`src/tpcb_pkg.sv`:
```
`default_nettype none

package tpcb_pkg;

   localparam int MAX_WIDTH = 2048;
   localparam int MAX_HEIGHT = 4096;

   localparam int COL_BITS = $clog2(MAX_WIDTH);
   localparam int ROW_BITS = $clog2(MAX_HEIGHT);
   localparam int WIDTH_BITS = 12;
   localparam int HEIGHT_BITS = 13;
   localparam int COUNT_BITS = $clog2(MAX_WIDTH * MAX_HEIGHT) + 1;

   localparam int CSR_INDEX_BITS = 2;
   localparam int CSR_DATA_BITS = HEIGHT_BITS;

   localparam logic [CSR_INDEX_BITS-1:0] CSR_IMAGE_WIDTH = 2'd0;
   localparam logic [CSR_INDEX_BITS-1:0] CSR_IMAGE_HEIGHT = 2'd1;

   localparam logic [WIDTH_BITS-1:0] WIDTH_RESET = 12'd640;
   localparam logic [HEIGHT_BITS-1:0] HEIGHT_RESET = 13'd480;

   localparam logic REQ_PIXEL = 1'b0;
   localparam logic REQ_FLUSH = 1'b1;

   localparam int QUEUE_DEPTH = 4;
   localparam int QPTR_BITS = $clog2(QUEUE_DEPTH);
   localparam int QCOUNT_BITS = $clog2(QUEUE_DEPTH + 1);

   typedef struct packed {
      logic [7:0] alpha;
      logic [7:0] blue;
      logic [7:0] green;
      logic [7:0] red;
   } pixel_type;

   typedef struct packed {
      logic       req_type;
      logic [7:0] in_red;
      logic [7:0] in_green;
      logic [7:0] in_blue;
      logic [7:0] in_alpha;
   } req_payload_type;

   typedef struct packed {
      logic [7:0] out_red;
      logic [7:0] out_green;
      logic [7:0] out_blue;
      logic [7:0] out_alpha;
      logic       frame_last;
   } rsp_payload_type;

   typedef struct packed {
      logic [WIDTH_BITS-1:0]  width;
      logic [HEIGHT_BITS-1:0] height;
      logic                   restart;
   } cfg_type;

   typedef struct packed {
      pixel_type pixel;
      logic      emit;
      logic      last;
   } cmd_type;

   typedef enum logic {
      FR_RUN,
      FR_PAD
   } front_state_type;

   typedef enum logic [1:0] {
      BK_IDLE,
      BK_SHIFT,
      BK_SUM,
      BK_OUT
   } back_state_type;

endpackage

`default_nettype wire

```
`src/tpcb_queue.sv`:
```
`default_nettype none

module tpcb_queue (
   input  wire logic              clock,
   input  wire logic              reset,
   input  wire logic              clear,
   input  wire logic              push,
   input  wire tpcb_pkg::cmd_type push_cmd,
   output logic                   full,
   input  wire logic              pop,
   output tpcb_pkg::cmd_type      head,
   output logic                   empty
);

   tpcb_pkg::cmd_type entries_ff [tpcb_pkg::QUEUE_DEPTH];
   logic [tpcb_pkg::QPTR_BITS-1:0]   wr_ptr_ff, wr_ptr_in;
   logic [tpcb_pkg::QPTR_BITS-1:0]   rd_ptr_ff, rd_ptr_in;
   logic [tpcb_pkg::QCOUNT_BITS-1:0] count_ff, count_in;
   logic                             do_push;
   logic                             do_pop;

   assign full = (count_ff == tpcb_pkg::QCOUNT_BITS'(tpcb_pkg::QUEUE_DEPTH));
   assign empty = (count_ff == '0);
   assign head = entries_ff[rd_ptr_ff];
   assign do_push = push && !full;
   assign do_pop = pop && !empty;

   always_comb begin
      wr_ptr_in = do_push ? wr_ptr_ff + 1'b1 : wr_ptr_ff;
      rd_ptr_in = do_pop ? rd_ptr_ff + 1'b1 : rd_ptr_ff;
      count_in = count_ff;
      if (do_push && !do_pop) begin
         count_in = count_ff + 1'b1;
      end else if (do_pop && !do_push) begin
         count_in = count_ff - 1'b1;
      end
   end

   always_ff @(posedge clock) begin
      if (reset || clear) begin
         wr_ptr_ff <= '0;
         rd_ptr_ff <= '0;
         count_ff <= '0;
      end else begin
         wr_ptr_ff <= wr_ptr_in;
         rd_ptr_ff <= rd_ptr_in;
         count_ff <= count_in;
      end
   end

   always_ff @(posedge clock) begin
      if (do_push) begin
         entries_ff[wr_ptr_ff] <= push_cmd;
      end
   end

endmodule

`default_nettype wire

```
`config.mk`:
```
export PLATFORM = sky130hd
export DESIGN_NAME = tpcb_queue
export DESIGN_NICKNAME = d
export VERILOG_FILES = /design/src/tpcb_pkg.sv /design/src/tpcb_queue.sv
export SDC_FILE = /design/constraint.sdc
export NUM_CORES = 1
export LEC_CHECK = 0
export BUFFER_PORTS_ARGS = -buffer_cell sky130_fd_sc_hd__buf_2
export CELL_PAD_IN_SITES_DETAIL_PLACEMENT = 0
export CELL_PAD_IN_SITES_GLOBAL_PLACEMENT = 1
export CORE_ASPECT_RATIO = 1.5
export CORE_MARGIN = 1.5
export CORE_UTILIZATION = 47
export CTS_CLUSTER_DIAMETER = 120
export DETAILED_ROUTE_END_ITERATION = 12
export PLACE_DENSITY_LB_ADDON = 0.05
export SETUP_SLACK_MARGIN = 0.5
export SYNTH_ARGS = -nofsm -noshare
export SYNTH_HDL_FRONTEND = slang
export SYNTH_SLANG_ARGS = --single-unit
```
`constraint.sdc`:
```
create_clock -name clock -period 6.9 [get_ports clock]
set_clock_uncertainty 0.2 [all_clocks]
set_input_delay 2.07 -clock clock [delete_from_list [all_inputs] [get_ports clock]]
set_output_delay 2.07 -clock clock [all_outputs]
set_load 0.02 [all_outputs]
```
==> After elaboration in Yosys (flattened, before gate mapping) <==
Memories as Yosys holds them, arrays and structs flattened. A register that Yosys moved wholly into a read port is not among the register bits.
Index checks and enable logic that the tools add are counted.
{ "totals": {"mem_count": 1, "ram_bits": 136, "elab_cells": 26, "regBits": 7, "mem_bits_ro": 0, "input_bits": 39, "latchBits": 0} }
{ "op_classes": {"reduce_logical": 11, "muxes": 6, "bitwise": 0, "eq_ne": 1, "div_mod_pow": 0, "mul": 0, "n_shift": 0, "n_lt_le_gt_ge": 0, "add_sub_neg": 4} }
{ "mem_list": {"columns": ["memory", "depth", "width", "rd", "rd_clocked_by_memory_dff", "wr", "line", "rtl"], "rows": [
  ["entries_ff", 4, 34, 1, 1, 1, "tpcb_queue.sv:15", "tpcb_pkg::cmd_type entries_ff [tpcb_pkg::QUEUE_DEPTH];"]
]} }
{ "op_table": {"columns": ["op", "count"], "rows": [
  ["two-way mux 3 bit", 2],
  ["adder 2 x 1 -> 2 bit (second input constant)", 2],
  ["logical AND 1 bit", 4],
  ["logical NOT 1 bit", 4],
  ["two-way mux 2 bit", 2],
  ["adder 3 x 1 -> 3 bit (second input constant)", 1],
  ["== test 3 bit (second input constant)", 1],
  ["logical NOT 3 bit", 1],
  ["subtractor 3 x 1 -> 3 bit (second input constant)", 1],
  ["two-way mux 1 bit", 2],
  ["nonzero test 2 bit", 1],
  ["logical OR 1 bit", 1]
]} }

==> Depth between registers and ports, before layout <==
{ "depth": {"depth_word": 7, "ltp_mapped": 9, "mapped_depth_nobuf": 8} }

==> Least setup slack after synthesis <==
OpenSTA, ideal clock, no wires.
{ "synth_timing": {"path_type": "input-to-reg", "start": "in pop", "end": "reg count_ff[2] (netlist name)", "slack_ns": 3.155, "n_path_buf": 0, "stages": 7, "arrival_ns": 3.475, "required_ns": 6.630, "path_cell_list": "o31ai_1 ha_1 inv_1 fa_1 xor2_1 or3_2 a21oi_1"} }
{ "synth_between": {"elab_chain_len": 4, "elab_cells_between_ends": 6, "classes_between": "mux: 1; reduce/logical: 5"} }
{ "synth_lines": {"columns": ["item", "line", "rtl"], "rows": [
  ["from (decl)", "tpcb_queue.sv:10", "input wire logic pop,"],
  ["logical AND 1 bit (*)", "tpcb_queue.sv:26", "assign do_pop = pop && !empty;"],
  ["logical NOT 1 bit", "tpcb_queue.sv:32", "if (do_push && !do_pop) begin"],
  ["logical AND 1 bit", "tpcb_queue.sv:32", null],
  ["two-way mux 3 bit / nonzero test 2 bit (equally long branches)", null, null],
  ["to (signal assigned)", "tpcb_queue.sv:47", "count_ff <= count_in;"],
  ["to (decl)", "tpcb_queue.sv:18", "logic [tpcb_pkg::QCOUNT_BITS-1:0] count_ff, count_in;"]
]} }
Every way passes the cells marked *; elsewhere a longest branch is shown, timed or not.
A chain may end at the register's enable or synchronous reset.

==> results_dict.tcl <==
set metrics [dict create \
    status "finished clean" \
    synth_nets 273 \
    max-cap-violations 0 \
    grt_usage_pct 16.31 \
    via_count 2488 \
    drt_first_pass_iters 4 \
    fillers 822 \
    grt-busiest-layer "met2" \
    drc 0 \
    areaGrowthSynthToFinish_pct 20.53 \
    cp.required_ps 4630 \
    rows 47 \
    syn-cell-area_um2 5383 \
    clockBufferDepth 2 \
    hold_buffers 0 \
    ant_nets 0 \
    avgRoutedWirePerCell_um 19.19 \
    r2r_cells 8 \
    postCtsSetupBuffers 0 \
    synth_top_area_share_pct 75.87 \
    final_cell_mix "edfxtp_1, buf_2, mux4_2" \
    ys_seq_area_share_pct 79.22 \
    clock_latency_ps 410 \
    power_density_nw_per_um2 320.8 \
    worstPathCellList "buf_4 > mux4_2 > buf_2" \
    p_sw_share_pct 20.51 \
    min_period_ps 4596 \
    placed_area_um2 5888 \
    synth_warnings 0 \
    hold_violations 0 \
    die_h_um 134.1 \
    maxSlewHeadroom_pct 36.87 \
    ctsResizeCount 0 \
    ios 75 \
    ir_drop_mv 0.2324 \
    start_util_pct 48.43 \
    whs_ps 332.9 \
    rsz0062_at_grt "no" \
    power.share.combinational_pct 7.1 \
    synth_cell_types 29 \
    slew_violations 0 \
    cts_sinks 145 \
    grt_max_degree 35 \
    clkPwrFrac_pct 44.5 \
    grt_pass1_vias 2675 \
    clk_pin_slew_ps 60 \
    synth_seq_cells 145 \
    setup_tns_ps 0 \
    r2r-start "count_ff[0]" \
    max_slew.worst_pin.slew_ps 947.0 \
    p_leak_uw 0.002222 \
    antenna_cells 0 \
    drt_iter0_markers 123 \
    whs_path_depth 2 \
    min-delay-start "count_ff[2]" \
    htree_levels 4 \
    drive_above_1_share_pct 45.37 \
    setup_viol 0 \
    cts_root_buffer "clkbuf_16" \
    antenna_found_initial 0 \
    die_area_um2 12120 \
    max_stage_delay_ps 690 \
    crit_path_end_kind "primary output" \
    use_met2_pct 28.28 \
    p_seq_share_pct 48.4 \
    grt_pass1_wl_mm 14.21 \
    grt_util_met3_pct 4.365 \
    post-route-period-util_pct 66.61 \
    numCtsBuffers 17 \
    fin_nets 357 \
    cp-start-kind "register" \
    synth_area_leaders "edfxtp_1, mux4_2, dfxtp_1" \
    use_met1_pct 18.61 \
    postLayoutCellArea_um2 6487 \
    cts_tree "built" \
    worstSetupPathType "reg2out" \
    fmax_mhz 217.6 \
    routabilityCongestion 0.6703 \
    synth_top_cell_by_area "edfxtp_1" \
    core_area_um2 11110 \
    critical_path_arrival_ps 2330 \
    numPortBuffers 74 \
    internal-power_uw 1654 \
    worst-path-max-fanout 19 \
    hp-class "reg2reg" \
    mostFrequentLayoutCell "edfxtp_1" \
    hold_path_end "count_ff[2]" \
    viasPerCell 5.282 \
    finalWirelength_mm 9.037 \
    r2r_end "count_ff[2]" \
    critPathSlowestCell "dfxtp_2" \
    syn_avg_cell_area_um2 23.61 \
    grt_overflow 0 \
    netlist_instances 228 \
    rrSetupSlack_ps 4360 \
    die_x_um 90.38 \
    postLayoutCoreUtil_pct 58.37 \
    dpl.hpwl_mm 5.250 \
    power.switching_uw 426.8 \
]
==> worst max-delay path by stage <==
| stage | startpoint | endpoint | slack, ps | depth (start not counted) |
|---|---|---|---|---|
| after floorplan | pop | count_ff[2] | 3160 | 7 |
| after global routing | register | head[12] | 2120 | 3 |
| final | register | head[12] | 2300 | 3 |
| after detailed placement | register | head[12] | 2650 | 3 |
| after CTS | register | head[12] | 2200 | 3 |
| after global placement | register | head[12] | 2620 | 3 |
==> power groups by stage <==
stage / Combinational (uW) / Clock (uW) / Sequential, uW
finish: 148 / 926 / 1010
global route: 162 / 978 / 1010
CTS: 152 / 944 / 1010
detailed placement: 151 / 0 / 1030
global placement: 149 / 0 / 1020
floorplan: 101 / 0 / 1020
==> cells in the mapped netlist, drive strengths merged <==
library cell	instances
edfxtp	136
mux4	34
dfxtp	9
buf	8
nor2	6
ha	5
and3	4
inv	4
xor2	4
a21oi	2
clkbuf	2
o31ai	2
a21o	1
and2	1
fa	1
mux2i	1
nand3	1
nand4	1
nor3	1
o21ai	1
o311ai	1
or2	1
or3	1
or3b	1
==> final cells by class <==
class	instances	area (um2)	area share, %
multi-input combinational	69	1045	16.10
sequential	145	4267	65.77
clock buffer	19	432.9	6.673
timing repair buffer	75	377.9	5.824
inverter	4	15.01	0.2314
tap	147	183.9	2.835
clock inverter	12	166.4	2.565
==> flip-flops by register name, indices dropped and copies added, names as in the netlist, named ones only <==
register    cells
entries_ff    136
count_ff        3
rd_ptr_ff       2
wr_ptr_ff       2
==> logic make-up (layout without fill, tap and decap cells) <==
| logic type | count (synthesis) | after routing | share of synthesized area [%] |
|---|---|---|---|
| multiplexers | 35 | 35 | 14.41 |
| buffers and inverters | 14 | 110 | 1.371 |
| AO/OA/AOI/OAI | 7 | 7 | 0.9531 |
| AND/OR/NAND/NOR | 17 | 17 | 1.860 |
| XOR/XNOR | 4 | 4 | 0.6508 |
| flip-flops | 145 | 145 | 79.22 |
| adder cells (fa/ha/maj) | 6 | 6 | 1.534 |
==> worst max-delay path: cells and delay by family, from the launching register on <==
kind	cells	cell delay, ps
buf+inv	2	650
flops	1	690
mux	1	570
==> per-stage QoR <==
step / worst slack (ps) / total power (uW) / std cells
floorplan: 3155 / 1119 / 228
global placement: 2621 / 1174 / 440
detailed placement: 2647 / 1177 / 440
CTS: 2198 / 2103 / 471
global route: 2123 / 2150 / 471
finish: 2304 / 2081 / 471
==> metal layers <==
metal / vias to the layer above / share of wire (%)
met3: 12 / 4.6
met5: - / 0
li1: 1120 / -
met4: 0 / 1.7
met1: 1285 / 40
met2: 71 / 54
Note: power is estimated with default switching activity, not from simulation.
