File: src/tpcb_pkg.sv
`default_nettype none

package tpcb_pkg;

   localparam int MAX_WIDTH = 2048;
   localparam int MAX_HEIGHT = 4096;

   localparam int COL_BITS = $clog2(MAX_WIDTH);
   localparam int ROW_BITS = $clog2(MAX_HEIGHT);
   localparam int WIDTH_BITS = 12;
   localparam int HEIGHT_BITS = 13;
   localparam int COUNT_BITS = $clog2(MAX_WIDTH * MAX_HEIGHT) + 1;

   localparam int CSR_INDEX_BITS = 2;
   localparam int CSR_DATA_BITS = HEIGHT_BITS;

   localparam logic [CSR_INDEX_BITS-1:0] CSR_IMAGE_WIDTH = 2'd0;
   localparam logic [CSR_INDEX_BITS-1:0] CSR_IMAGE_HEIGHT = 2'd1;

   localparam logic [WIDTH_BITS-1:0] WIDTH_RESET = 12'd640;
   localparam logic [HEIGHT_BITS-1:0] HEIGHT_RESET = 13'd480;

   localparam logic REQ_PIXEL = 1'b0;
   localparam logic REQ_FLUSH = 1'b1;

   localparam int QUEUE_DEPTH = 4;
   localparam int QPTR_BITS = $clog2(QUEUE_DEPTH);
   localparam int QCOUNT_BITS = $clog2(QUEUE_DEPTH + 1);

   typedef struct packed {
      logic [7:0] alpha;
      logic [7:0] blue;
      logic [7:0] green;
      logic [7:0] red;
   } pixel_type;

   typedef struct packed {
      logic       req_type;
      logic [7:0] in_red;
      logic [7:0] in_green;
      logic [7:0] in_blue;
      logic [7:0] in_alpha;
   } req_payload_type;

   typedef struct packed {
      logic [7:0] out_red;
      logic [7:0] out_green;
      logic [7:0] out_blue;
      logic [7:0] out_alpha;
      logic       frame_last;
   } rsp_payload_type;

   typedef struct packed {
      logic [WIDTH_BITS-1:0]  width;
      logic [HEIGHT_BITS-1:0] height;
      logic                   restart;
   } cfg_type;

   typedef struct packed {
      pixel_type pixel;
      logic      emit;
      logic      last;
   } cmd_type;

   typedef enum logic {
      FR_RUN,
      FR_PAD
   } front_state_type;

   typedef enum logic [1:0] {
      BK_IDLE,
      BK_SHIFT,
      BK_SUM,
      BK_OUT
   } back_state_type;

endpackage

`default_nettype wire

File: src/tpcb_front.sv
`default_nettype none

module tpcb_front (
   input  wire logic                      clock,
   input  wire logic                      reset,
   input  wire tpcb_pkg::cfg_type         cfg,
   input  wire logic                      req_valid,
   output logic                           req_ready,
   input  wire tpcb_pkg::req_payload_type req_data,
   output logic                           push_valid,
   output tpcb_pkg::cmd_type              push_cmd,
   input  wire logic                      queue_full
);

   tpcb_pkg::front_state_type state_ff, state_in;
   logic [tpcb_pkg::COUNT_BITS-1:0] taken_ff, taken_in;
   logic [tpcb_pkg::COUNT_BITS-1:0] shifts_ff, shifts_in;
   logic [tpcb_pkg::COUNT_BITS-1:0] emitted_ff, emitted_in;
   logic [tpcb_pkg::COUNT_BITS-1:0] total_ff;
   logic                            blocked_ff;
   logic [tpcb_pkg::WIDTH_BITS+tpcb_pkg::HEIGHT_BITS-1:0] area;
   logic [tpcb_pkg::COUNT_BITS-1:0] width_ext;
   logic [tpcb_pkg::COUNT_BITS-1:0] pad_target;
   logic                            is_last;

   assign area = cfg.width * cfg.height;
   assign width_ext = tpcb_pkg::COUNT_BITS'(cfg.width);
   assign pad_target = emitted_ff + width_ext + tpcb_pkg::COUNT_BITS'(1);
   assign is_last = (emitted_ff + tpcb_pkg::COUNT_BITS'(1) == total_ff);

   always_comb begin
      state_in = state_ff;
      taken_in = taken_ff;
      shifts_in = shifts_ff;
      emitted_in = emitted_ff;
      push_valid = 1'b0;
      push_cmd = '0;
      req_ready = (state_ff == tpcb_pkg::FR_RUN) && !blocked_ff && !queue_full;

      case (state_ff)
         tpcb_pkg::FR_RUN: begin
            if (req_valid && req_ready) begin
               if (req_data.req_type == tpcb_pkg::REQ_PIXEL) begin
                  if (taken_ff < total_ff) begin
                     push_valid = 1'b1;
                     push_cmd.pixel.red = req_data.in_red;
                     push_cmd.pixel.green = req_data.in_green;
                     push_cmd.pixel.blue = req_data.in_blue;
                     push_cmd.pixel.alpha = req_data.in_alpha;
                     push_cmd.emit = (taken_ff > width_ext);
                     taken_in = taken_ff + tpcb_pkg::COUNT_BITS'(1);
                     shifts_in = shifts_ff + tpcb_pkg::COUNT_BITS'(1);
                  end
               end else if (taken_ff >= total_ff) begin
                  push_valid = 1'b1;
                  push_cmd.emit = (shifts_ff == pad_target);
                  shifts_in = shifts_ff + tpcb_pkg::COUNT_BITS'(1);
                  if (!push_cmd.emit) begin
                     state_in = tpcb_pkg::FR_PAD;
                  end
               end
            end
         end
         tpcb_pkg::FR_PAD: begin
            if (!queue_full) begin
               push_valid = 1'b1;
               push_cmd.emit = (shifts_ff == pad_target);
               shifts_in = shifts_ff + tpcb_pkg::COUNT_BITS'(1);
               if (push_cmd.emit) begin
                  state_in = tpcb_pkg::FR_RUN;
               end
            end
         end
         default: begin
            state_in = tpcb_pkg::FR_RUN;
         end
      endcase

      if (push_valid && push_cmd.emit) begin
         push_cmd.last = is_last;
         emitted_in = emitted_ff + tpcb_pkg::COUNT_BITS'(1);
         if (is_last) begin
            taken_in = '0;
            shifts_in = '0;
            emitted_in = '0;
         end
      end
   end

   always_ff @(posedge clock) begin
      if (reset || cfg.restart) begin
         state_ff <= tpcb_pkg::FR_RUN;
         taken_ff <= '0;
         shifts_ff <= '0;
         emitted_ff <= '0;
         blocked_ff <= 1'b1;
      end else begin
         state_ff <= state_in;
         taken_ff <= taken_in;
         shifts_ff <= shifts_in;
         emitted_ff <= emitted_in;
         blocked_ff <= 1'b0;
      end
   end

   always_ff @(posedge clock) begin
      total_ff <= tpcb_pkg::COUNT_BITS'(area);
   end

endmodule

`default_nettype wire

File: config.mk
export PLATFORM = sky130hd
export DESIGN_NAME = tpcb_front
export DESIGN_NICKNAME = d
export VERILOG_FILES = /design/src/tpcb_pkg.sv /design/src/tpcb_front.sv
export SDC_FILE = /design/constraint.sdc
export NUM_CORES = 1
export LEC_CHECK = 0
export ABC_AREA = 1
export CAP_MARGIN = 20
export CORE_MARGIN = 3
export CORE_UTILIZATION = 55
export DETAILED_ROUTE_END_ITERATION = 16
export DONT_BUFFER_PORTS = 1
export PLACE_DENSITY = 0.8
export SLEW_MARGIN = 20
export SYNTH_ARGS = -nofsm -noshare
export SYNTH_HDL_FRONTEND = slang
export SYNTH_SLANG_ARGS = --single-unit
File: constraint.sdc
create_clock -name clock -period 10.4 [get_ports clock]
set_input_delay 1.04 -clock clock [delete_from_list [all_inputs] [get_ports clock]]
set_output_delay 1.04 -clock clock [all_outputs]
set_load 0.01 [all_outputs]
; Yosys cells after proc, flatten, opt, wreduce, memory -nomap -nowiden
; Index checks and enable logic that the tools add are counted.
; W data, S select, Z words.
[op_classes]
addsub = 5
multipliers = 1
magnitude_cmp = 3
n_eq_ne = 2
muxes = 37
bitwise = 1
reduce_logical = 7
[op_table]
columns = op, n
row1 = $mux W24, 14
row2 = $add A24 B1 Y24 const B, 4
row3 = $mux W33, 2
row4 = $mux W32, 2
row5 = $eq A24 B24 Y1, 2
row6 = $pmux W24 S2, 1
row7 = $add A24 B12 Y24, 1
row8 = $ge A24 B24 Y1, 1
row9 = $gt A24 B12 Y1, 1
row10 = $lt A24 B24 Y1, 1
row11 = $mul A12 B13 Y24, 1
row12 = $mux W1, 15
row13 = $pmux W1 S2, 3
row14 = $logic_and A1 B1 Y1, 4
row15 = $logic_not A1 Y1, 2
row16 = $logic_or A1 B1 Y1, 1
row17 = $not A1 Y1, 1
[totals]
register_bits = 98
in_bits = 63
out_inout_bits = 36
elab_cells = 62

; Depth between registers and ports, before layout
[depth]
depth_word = 9
ltp_mapped = 26
depth_no_buf = 24

; Worst setup path after synthesis
; OpenSTA, ideal clock, no wires.
[synth_timing]
path_kind = input to register
from = input port cfg[6] in the netlist's numbering
to = register total_ff[20] in the netlist's numbering
setup_time_ns = 0.127
arrival_time_ns = 5.453
required_ns = 10.273
slack_ns = 4.820
cell_stages = 20
path_buffers = 1
cell_sequence = clkbuf_1 nand2_1 fa_1 fa_1 inv_1 fa_1 fa_1 inv_1 fa_1 inv_1 ha_1 a21o_1 a21o_1 nand2_1 nand3_1 a31oi_1 o21ai_0 a31oi_1 o21ai_0 xor2_1
[synth_between]
elab_chain_cells = 1
[synth_rtl]
columns = item, line
row1 = "start, declared", tpcb_front.sv:6  ; input wire tpcb_pkg::cfg_type cfg,
row2 = $mul A12 B13 Y24, tpcb_front.sv:26  ; assign area = cfg.width * cfg.height;
row3 = net area (one bit), tpcb_front.sv:21  ; logic [tpcb_pkg::WIDTH_BITS+tpcb_pkg::HEIGHT_BITS-1:0] area;
row4 = "end signal, assigned", tpcb_front.sv:107  ; total_ff <= tpcb_pkg::COUNT_BITS'(area);
row5 = "end, declared", tpcb_front.sv:19  ; logic [tpcb_pkg::COUNT_BITS-1:0] total_ff;
; The timed path passes the listed nets, and every way through them passes these cells.
; A chain may end at the register's enable or synchronous reset.

==> impl_metrics.yaml <==
pwr:
  ir_drop_uv: 156
  combPwrFrac_pct: 62.9
  power.share.sequential_pct: 21.2
  p_sw_mw: 1.12
  switching_share_pct: 48.5
  power_mw: 2.30
  powerDensity_nw_per_um2: 156
  internal_power_mw: 1.19
  pwr-share-clk_pct: 15.9
  p_leak_nw: 8.48
worst_setup_path:
  timing.rr.start: "emitted_ff[0]"
  worst_setup_path_start_kind: "register"
  reg2reg_slack_ns: 6.10
  worst-endpoint-arrival_ns: 4.66
  reg2reg_to: "shifts_ff[6]"
  criticalPathCategory: "register to output port"
  endpoint_kind: "output port"
  required_ns: 9.36
  cp_max_fo: 48
  worst_r2r_path_depth: 19
finish:
  seqCellArea_um2: 1960
  num-fill-cells: 2468
  nets: 2547
  multi_input_area_um2: 10100
  area_growth_pct: 2.96
  drive_above_1_share_pct: 2.25
  antenna_cells: 0
clock_tree:
  post-cts-setup-buffer-count: 0
  clk_latency_ns: 0.36
  clockRootBuffer: "clkbuf_16"
  clockBufferDepth: 2
  path_clk_slew_ns: 0.08
  numCtsBuffers: 9
  postCtsHoldBufs: 0
  clock-sinks: 98
  post_cts_resized: 0
  cts_tree: "yes"
  htreeDepth: 3
synth:
  yosys-top-cells-area: "nand2_1, fa_1, dfxtp_1"
  synth_area_um2: 14400
  ys_ff_latch: 98
  synth_warnings: 0
  ys_seq_area_share_pct: 13.7
  yosysUniqueCellTypes: 48
  syn_inst: 2321
  synthArstFlopShare_pct: 0
  synthFlopType: "dfxtp_1"
  syn_nets: 2605
  synth_edf_count: 0
  synth_area_leader_cell: "nand2_1"
  yosysMostFrequentCell: "nand2_1"
  synth_area_per_cell_um2: 6.18
  synthTopCellsByCount: "nand2_1, inv_1, nor2_1"
  synth_top_area_share_pct: 17.0
timing:
  finalSetupTns_ns: 0
  finalSetupViolCount: 0
  worst_pin_slew_ns: 1.12
  grt_setup_unrepaired: "no"
  fmax_ghz: 0.175
  layout_setup_ws_ns: 4.70
  hold_violations: 0
  max_slew_margin_pct: 25.0
  min_period_ns: 5.70
  fin_crit_sh_pct: 54.8
  slew_viol_final: 0
  clock_skew_ns: 0.00951
hold_path:
  hold_depth: 4
  hold_class: "register to register"
  hold_path_end: "emitted_ff[23]"
  hp-start: "emitted_ff[23]"
detailed_routing:
  wl_per_cell_um: 15.4
  drtIter0Drc: 1416
  drt_pre_antenna_iters: 8
  postRouteAntennaNets: 0
  via_count: 14000
  via_per_inst: 5.40
  drt_wl_total_mm: 40.1
  route.detailed.drc: 0
grt:
  grt_pass1_wl_mm: 65.9
  antenna_found_initial: 0
  grt_pass1_vias: 13600
  grt_overflow: 0
  grt_max_degree: 49
  track_usage_pct: 28.3
placed_design:
  dp_hpwl_mm: 31.4
  numPortBuffers: 0
  gp_congestion: 1.01
  dp_slack_ns: 4.78
die:
  die_w_um: 168
  die_area_um2: 28100
  die_y_um: 168
  core_um2: 25400
  io_pins: 99
  rows: 58
  start_util_pct: 56.5
job:
  max-cap-violations: 0
run_status:
  status: "finished, final reports clean"
## metal layers
metal	vias to the layer above	share of wire, %	track usage, %	routed length, um
met5	-	0	0	0
met4	0	3.1	9.53	1240
met3	99	7.5	4.51	3010
met2	598	47	48.2	18800
met1	6478	42	36.8	17000
li1	6861	-	-	-
## through the flow
step	cell area, um2	instances	hold slack [ns]	util (%)
4_1_cts	14800	2598	0.586	58.2
6_report	14800	2598	0.588	58.2
2_1_floorplan	14400	2321	0.534	-
5_1_grt	14800	2598	0.628	58.2
3_3_place_gp	14500	2582	0.559	57.0
3_5_place_dp	14500	2582	0.573	57.0
## cell usage in the layout (no fill, tap or decap), types with 4 or more instances in the layout
master,instances
dfxtp_1,98
nor3_1,34
nand3b_1,4
ha_1,111
inv_1,508
nand4_1,31
nand3_1,116
xor2_1,73
o21ai_0,53
inv_2,7
nand2_1,651
nor2_2,8
o211ai_1,9
a21oi_1,89
a21o_1,4
nor4_1,6
fa_1,110
nor2_1,262
a31oi_1,6
nand2_2,8
xnor2_1,22
clkbuf_16,9
o21a_1,4
## power groups by stage
stage	Clock [mW]	Sequential (mW)	Combinational, mW
floorplan	0	0.468	1.12
global route	0.378	0.490	1.68
finish	0.365	0.490	1.45
CTS	0.368	0.484	1.44
detailed placement	0	0.493	1.43
global placement	0	0.493	1.38
## logic make-up after synthesis
kind of cell             count (synthesis)  share of synthesized area, %
multiplexers                             1                        0.0697
XOR/XNOR                                96                          5.96
AO/OA/AOI/OAI                          178                          6.76
buffers and inverters                  589                          15.7
adder cells (fa/ha/maj)                221                          25.0
AND/OR/NAND/NOR                       1138                          32.8
flip-flops                              98                          13.7
## final cells by class
cell class | instances | share of cell area, %
clock inverter | 6 | 0.508
sequential | 98 | 13.3
inverter | 517 | 13.1
timing repair buffer | 3 | 0.152
clock buffer | 10 | 1.55
tap | 330 | 2.79
multi-input combinational | 1634 | 68.6
## worst max-delay path by stage
stage	from	endpoint	slack, ns	cells after the start
floorplan	cfg[6]	total_ff[20]	4.82	20
global placement	cfg[14]	push_cmd[0]	4.88	18
detailed placement	cfg[14]	push_cmd[0]	4.78	18
CTS	cfg[14]	push_cmd[0]	4.77	18
global route	emitted_ff[0]	push_cmd[0]	4.36	18
finish	emitted_ff[0]	push_cmd[0]	4.70	18
## worst max-delay path, stage by stage, from the launching register on
cell	delay [ns]
dfxtp_1	0.53
inv_1	0.18
ha_1	0.25
fa_1	0.48
inv_1	0.09
nand3_1	0.08
nand2_1	0.14
nand3_1	0.13
nand3_1	0.14
nand2_1	0.10
o21ai_0	0.21
nand2_1	0.07
nor2_1	0.11
nand2_1	0.07
nor2_2	0.12
nand3_1	0.10
nand2_2	0.11
nand3_2	0.76
nor3_2	0.64
## registers in the layout (all words and copies together) (netlist names)
register    count
blocked_ff      1
emitted_ff     24
shifts_ff      24
state_ff        1
taken_ff       24
total_ff       24
Power figures use the tool's default switching activity.
